--- config.mk ---
export PLATFORM = sky130hd
export DESIGN_NAME = rvx_exec
export DESIGN_NICKNAME = d
export VERILOG_FILES = /design/src/rtl/core/rvx_pkg.sv /design/src/rtl/core/rvx_exec.sv
export SDC_FILE = /design/constraint.sdc
export NUM_CORES = 2
export LEC_CHECK = 0
export BUFFER_PORTS_ARGS = -buffer_cell sky130_fd_sc_hd__buf_4
export CORE_AREA = 4 4 200 202
export DETAILED_ROUTE_END_ITERATION = 6
export DIE_AREA = 0 0 204 206
export PLACE_DENSITY = 0.85
export SYNTH_ARGS = -nofsm -noshare
export SYNTH_HDL_FRONTEND = slang
export SYNTH_SLANG_ARGS = --single-unit
--- constraint.sdc ---
create_clock -name vclk -period 11.74
set_input_delay 1.174 -clock vclk [all_inputs]
set_output_delay 1.174 -clock vclk [all_outputs]
set_load 0.01 [all_outputs]
--- src/rtl/core/rvx_pkg.sv ---
// shared types and codes of the register vm execute unit
// no dependencies; used by register_vm_execute_unit and rvx_exec, not by rvx_regfile
`default_nettype none

package rvx_pkg;

  typedef enum logic [3:0] {
    CMD_MOV   = 4'd0,
    CMD_ADD   = 4'd1,
    CMD_SUB   = 4'd2,
    CMD_MUL   = 4'd3,
    CMD_CMP   = 4'd4,
    CMD_JMP   = 4'd5,
    CMD_PRINT = 4'd6,
    CMD_HALT  = 4'd7
  } cmd_t;

  typedef enum logic [2:0] {
    TRAP_OK     = 3'd0,
    TRAP_REG    = 3'd1,
    TRAP_OPND   = 3'd2,
    TRAP_INSN   = 3'd3,
    TRAP_COND   = 3'd4,
    TRAP_CCOUNT = 3'd5,
    TRAP_HALT   = 3'd6,
    TRAP_PC     = 3'd7
  } trap_t;

  localparam logic [1:0] KIND_NONE = 2'd0;
  localparam logic [1:0] KIND_REG  = 2'd1;
  localparam logic [1:0] KIND_IMM  = 2'd2;

  localparam logic [2:0] COND_EQ  = 3'd0;
  localparam logic [2:0] COND_GT  = 3'd1;
  localparam logic [2:0] COND_GTE = 3'd2;
  localparam logic [2:0] COND_LT  = 3'd3;
  localparam logic [2:0] COND_LTE = 3'd4;
  localparam logic [2:0] COND_NE  = 3'd5;

  localparam logic [31:0] JUMP_WHEN = 32'd1;

  // first member sits in the highest bits, so cmd lands at bit 0
  typedef struct packed {
    logic               extra_conditions;
    logic [2:0]         condition;
    logic signed [31:0] dest_index;
    logic               has_dest;
    logic signed [31:0] second_value;
    logic [1:0]         second_kind;
    logic signed [31:0] first_value;
    logic [1:0]         first_kind;
    logic [3:0]         cmd;
  } insn_t;

  typedef struct packed {
    logic signed [63:0] print_value;
    logic               print_valid;
    logic signed [63:0] written_value;
    logic [5:0]         written_index;
    logic               reg_written;
    logic [15:0]        next_pc;
    trap_t              trap_code;
  } result_t;

  localparam int INSN_W   = $bits(insn_t);
  localparam int RESULT_W = $bits(result_t);
  localparam int IN_DATA_W  = ((INSN_W + 7) / 8) * 8;
  localparam int OUT_DATA_W = ((RESULT_W + 7) / 8) * 8;

endpackage

`default_nettype wire

--- src/rtl/core/rvx_exec.sv ---
// single-pass instruction execute: operand select, 32-bit alu, compare, trap priority
// depends on rvx_pkg for instruction, result and code types
`default_nettype none

module rvx_exec #(
  parameter int REG_COUNT = 32
) (
  input  wire rvx_pkg::insn_t insn,
  input  wire logic [63:0] reg_a,
  input  wire logic [63:0] reg_b,
  input  wire logic [15:0] pc,
  input  wire logic [15:0] program_length,
  output rvx_pkg::result_t res
);
  import rvx_pkg::*;

  logic [31:0] x1, x2, dst;
  logic        x1_ok, x2_ok, dst_ok;
  logic        a_bad, b_bad, fetch_bad;
  logic [31:0] a, b, alu_r, prod;
  logic        cmp_r, cond_bad;
  trap_t       trap;
  logic        wr, pv;
  logic [5:0]  widx;
  logic [63:0] wval;
  logic [15:0] npc;

  assign x1  = $unsigned(insn.first_value);
  assign x2  = $unsigned(insn.second_value);
  assign dst = $unsigned(insn.dest_index);

  assign x1_ok  = x1 < 32'(REG_COUNT);
  assign x2_ok  = x2 < 32'(REG_COUNT);
  assign dst_ok = dst < 32'(REG_COUNT);

  // operand fetch: none gives zero, register gives its low word
  assign a_bad = (insn.first_kind == KIND_REG) && !x1_ok;
  assign b_bad = (insn.second_kind == KIND_REG) && !x2_ok;
  assign fetch_bad = a_bad || b_bad;
  assign a = (insn.first_kind == KIND_REG) ? reg_a[31:0] :
             (insn.first_kind == KIND_IMM) ? x1 : 32'd0;
  assign b = (insn.second_kind == KIND_REG) ? reg_b[31:0] :
             (insn.second_kind == KIND_IMM) ? x2 : 32'd0;

  assign prod = a * b;

  always_comb begin
    case (insn.cmd)
      CMD_ADD: alu_r = a + b;
      CMD_SUB: alu_r = a - b;
      default: alu_r = prod;
    endcase
  end

  always_comb begin
    cond_bad = 1'b0;
    unique case (insn.condition)
      COND_EQ:  cmp_r = $signed(a) == $signed(b);
      COND_GT:  cmp_r = $signed(a) >  $signed(b);
      COND_GTE: cmp_r = $signed(a) >= $signed(b);
      COND_LT:  cmp_r = $signed(a) <  $signed(b);
      COND_LTE: cmp_r = $signed(a) <= $signed(b);
      COND_NE:  cmp_r = $signed(a) != $signed(b);
      default: begin
        cmp_r    = 1'b0;
        cond_bad = 1'b1;
      end
    endcase
  end

  always_comb begin
    trap = TRAP_OK;
    wr   = 1'b0;
    widx = 6'd0;
    wval = 64'd0;
    pv   = 1'b0;
    npc  = pc + 16'd1;
    if (pc >= program_length) begin
      trap = TRAP_PC;
    end else begin
      unique case (insn.cmd)
        CMD_MOV: begin
          if (insn.first_kind != KIND_REG) begin
            trap = TRAP_OPND;
          end else if (!x1_ok) begin
            trap = TRAP_REG;
          end else if (insn.second_kind == KIND_IMM) begin
            wr   = 1'b1;
            widx = x1[5:0];
            wval = {{32{x2[31]}}, x2};
          end else if (insn.second_kind == KIND_REG) begin
            if (!x2_ok) begin
              trap = TRAP_REG;
            end else begin
              wr   = 1'b1;
              widx = x1[5:0];
              wval = reg_b;
            end
          end
        end
        CMD_ADD, CMD_SUB, CMD_MUL: begin
          wval = {{32{alu_r[31]}}, alu_r};
          if (fetch_bad) begin
            trap = TRAP_REG;
          end else if (insn.has_dest) begin
            if (!dst_ok) begin
              trap = TRAP_REG;
            end else begin
              wr   = 1'b1;
              widx = dst[5:0];
            end
          end else if (insn.first_kind == KIND_REG) begin
            wr   = 1'b1;
            widx = x1[5:0];
          end else begin
            trap = TRAP_OPND;
          end
        end
        CMD_CMP: begin
          if (insn.extra_conditions) begin
            trap = TRAP_CCOUNT;
          end else if (fetch_bad) begin
            trap = TRAP_REG;
          end else if (insn.has_dest) begin
            if (!dst_ok) begin
              trap = TRAP_REG;
            end else if (cond_bad) begin
              trap = TRAP_COND;
            end else begin
              wr   = 1'b1;
              widx = dst[5:0];
              wval = {63'd0, cmp_r};
            end
          end
        end
        CMD_JMP: begin
          if (fetch_bad) begin
            trap = TRAP_REG;
          end else if (a == JUMP_WHEN) begin
            if (b[31:16] != 16'd0) begin
              trap = TRAP_PC;
            end else begin
              npc = b[15:0];
            end
          end
        end
        CMD_PRINT: begin
          // register named by first_value whatever its kind
          if (!x1_ok) begin
            trap = TRAP_REG;
          end else begin
            pv = 1'b1;
          end
        end
        CMD_HALT: trap = TRAP_HALT;
        default:  trap = TRAP_INSN;
      endcase
    end
  end

  always_comb begin
    res.trap_code = trap;
    if (trap != TRAP_OK) begin
      res.next_pc       = pc;
      res.reg_written   = 1'b0;
      res.written_index = 6'd0;
      res.written_value = 64'sd0;
      res.print_valid   = 1'b0;
      res.print_value   = 64'sd0;
    end else begin
      res.next_pc       = npc;
      res.reg_written   = wr;
      res.written_index = wr ? widx : 6'd0;
      res.written_value = wr ? $signed(wval) : 64'sd0;
      res.print_valid   = pv;
      res.print_value   = pv ? $signed(reg_a) : 64'sd0;
    end
  end

endmodule

`default_nettype wire

==> run metrics <==
Final Hold Viols=0; GRT overflow=0; grt peak-use layer=met2; via count of the routed design=25995; Core ar.=38300 um2; Post-CTS Resized=0; setup tns final=0 ns; number of max-cap violations=0; WL final=114 mm; CP peak stage delay=0.57 ns; clkbuf count=0; cell family with most CP delay=adder cells; RSZ-0062 raised after global routing=no; layout cells sized above 1=19.5%; worst min-delay path class=in -> out; cells after synthesis=2942; Avg Inst Size Synth=7.75 um2; initial antenna violation count=8; detailed placement HPWL=96.2 mm; worst path arrival time=10.45 ns; Max-slew headroom=14.5%; grt met1 use=61.1%; drt pass-1 iters=7; WL per Instance=29.5 um; WP buf/inv=7; Worst setup SP type=input port; DIE WIDTH=204 um; Reg area=0 um2; gp weighted congestion=1.21; vias per inst=6.70; Tmin final=11.62 ns; fill count=3030; Starting Density=59.5%; most used cell, CP=fa_1; PortBufs=423; final setup fails=0; DRT antenna net count=0; Netlist cell types=90; Required @ worst endpoint=10.57 ns; Worst Path Max Fanout=10; GR Layer Usage met2=76.4%; fmax=0.0860 GHz; Area growth syn-to-layout=18.8%; synthesized net count=3824; Final Max Slew Viols=0; worst hold slack=2.63 ns; seq_cells=0; Residual DRC=243; kind of critical path=in -> out; status=finished, violations left; Warnings, synthesis=0; met3 Use GR=24.9%; row cnt=72; Critical Path Sink Type=primary output; all-layer global routing usage=53.7%; failing checks=DRC; Tcrit/Tclk final=99.0%; Slowest cell on crit path=fa_1; sequential fraction of the synthesis area=0%; first-pass GRT wire length=167 mm; number of setup buffers added after CTS=0; CP Depth=30; largest net degree at the start of global routing=45; vias in the first global route=26668; hold depth=3; cts hold-fix bufs=0; die area=42000 um2; worst-margin pin slew=1.27 ns; # IOs=424; mapped cell area=22800 um2; initial DRC count=4066; Die Y=206 um; Final Net Count=4241
==> per-stage QoR <==
step | worst slack, ns | instances | area [um2] | util, %
after floorplan | 1.18 | 2942 | 22800 | -
after global placement | 0.687 | 3874 | 27000 | 70.6
after detailed placement | 0.373 | 3874 | 27000 | 70.6
after CTS | 0.386 | 3874 | 27000 | 70.6
after global routing | 0.0200 | 3877 | 27100 | 70.7
final | 0.115 | 3881 | 27100 | 70.7
==> cells in the final DEF (no fill, tap or decap), drive strengths merged, types with 16 or more instances in the layout <==
cell / count
buf: 568
inv: 486
nor2: 413
fa: 410
nand2: 306
ha: 203
a21oi: 161
o21ai: 105
and2: 74
xnor2: 72
a22oi: 39
nor3: 36
nand3: 36
a22o: 33
nor4: 31
a21o: 27
o21bai: 22
a31oi: 19
clkinv: 19
nand2b: 18
nand4: 16
a211oi: 16
xor2: 16
==> synthesized netlist by cell type (all sizes together) (9+ instances only) <==
cell | count | share of area, %
inv | 486 | 8.0
nor2 | 413 | 6.8
fa | 410 | 36
nand2 | 306 | 5.0
ha | 203 | 11
a21oi | 161 | 3.5
clkbuf | 105 | 1.7
o21ai | 105 | 2.8
and2 | 74 | 2.0
xnor2 | 72 | 2.8
buf | 49 | 1.5
a22oi | 39 | 1.4
nand3 | 36 | 0.87
nor3 | 36 | 0.81
a22o | 33 | 1.3
nor4 | 31 | 0.92
a21o | 27 | 0.89
o21bai | 22 | 0.72
a31oi | 19 | 0.52
clkinv | 19 | 0.32
nand2b | 18 | 0.49
a211oi | 16 | 0.53
nand4 | 16 | 0.44
xor2 | 16 | 0.61
o22ai | 15 | 0.41
or3 | 15 | 0.43
and3 | 13 | 0.36
nor2b | 13 | 0.40
a221oi | 11 | 0.42
o32ai | 11 | 0.42
a221o | 10 | 0.44
o221ai | 10 | 0.41
nand3b | 9 | 0.30
o31ai | 9 | 0.30
==> per-layer routing <==
layer	vias up	share of wire [%]	routed length, um
li1	10356	-	-
met4	4	12	13300
met5	-	0.030	34
met1	12229	32	36700
met3	824	16	18900
met2	2582	40	45600
==> final cells by class <==
cell class | instances | area, um2 | area share (%)
Antenna cell | 6 | 15.0 | 0.0555
Timing Repair Buffer | 568 | 4310 | 15.9
Tap cell | 518 | 648 | 2.39
Inverter | 505 | 1900 | 7.01
Multi-Input combinational cell | 2284 | 20200 | 74.6
==> cells by family after synthesis <==
| family | synth area share (%) |
|---|---|
| AOI/OAI and AO/OA | 16.9 |
| buffers and inverters | 11.5 |
| and+or+nand+nor | 19.7 |
| other | 0.0165 |
| muxes | 0.653 |
| adders and majority gates | 47.2 |
| xor gates and xnor gates | 3.97 |
==> worst paths after layout <==
path | start | to | slack [ns]
worst min-delay path | reg_a[36] | res[127] | 2.63
worst max-delay path | insn[38] | res[67] | 0.12
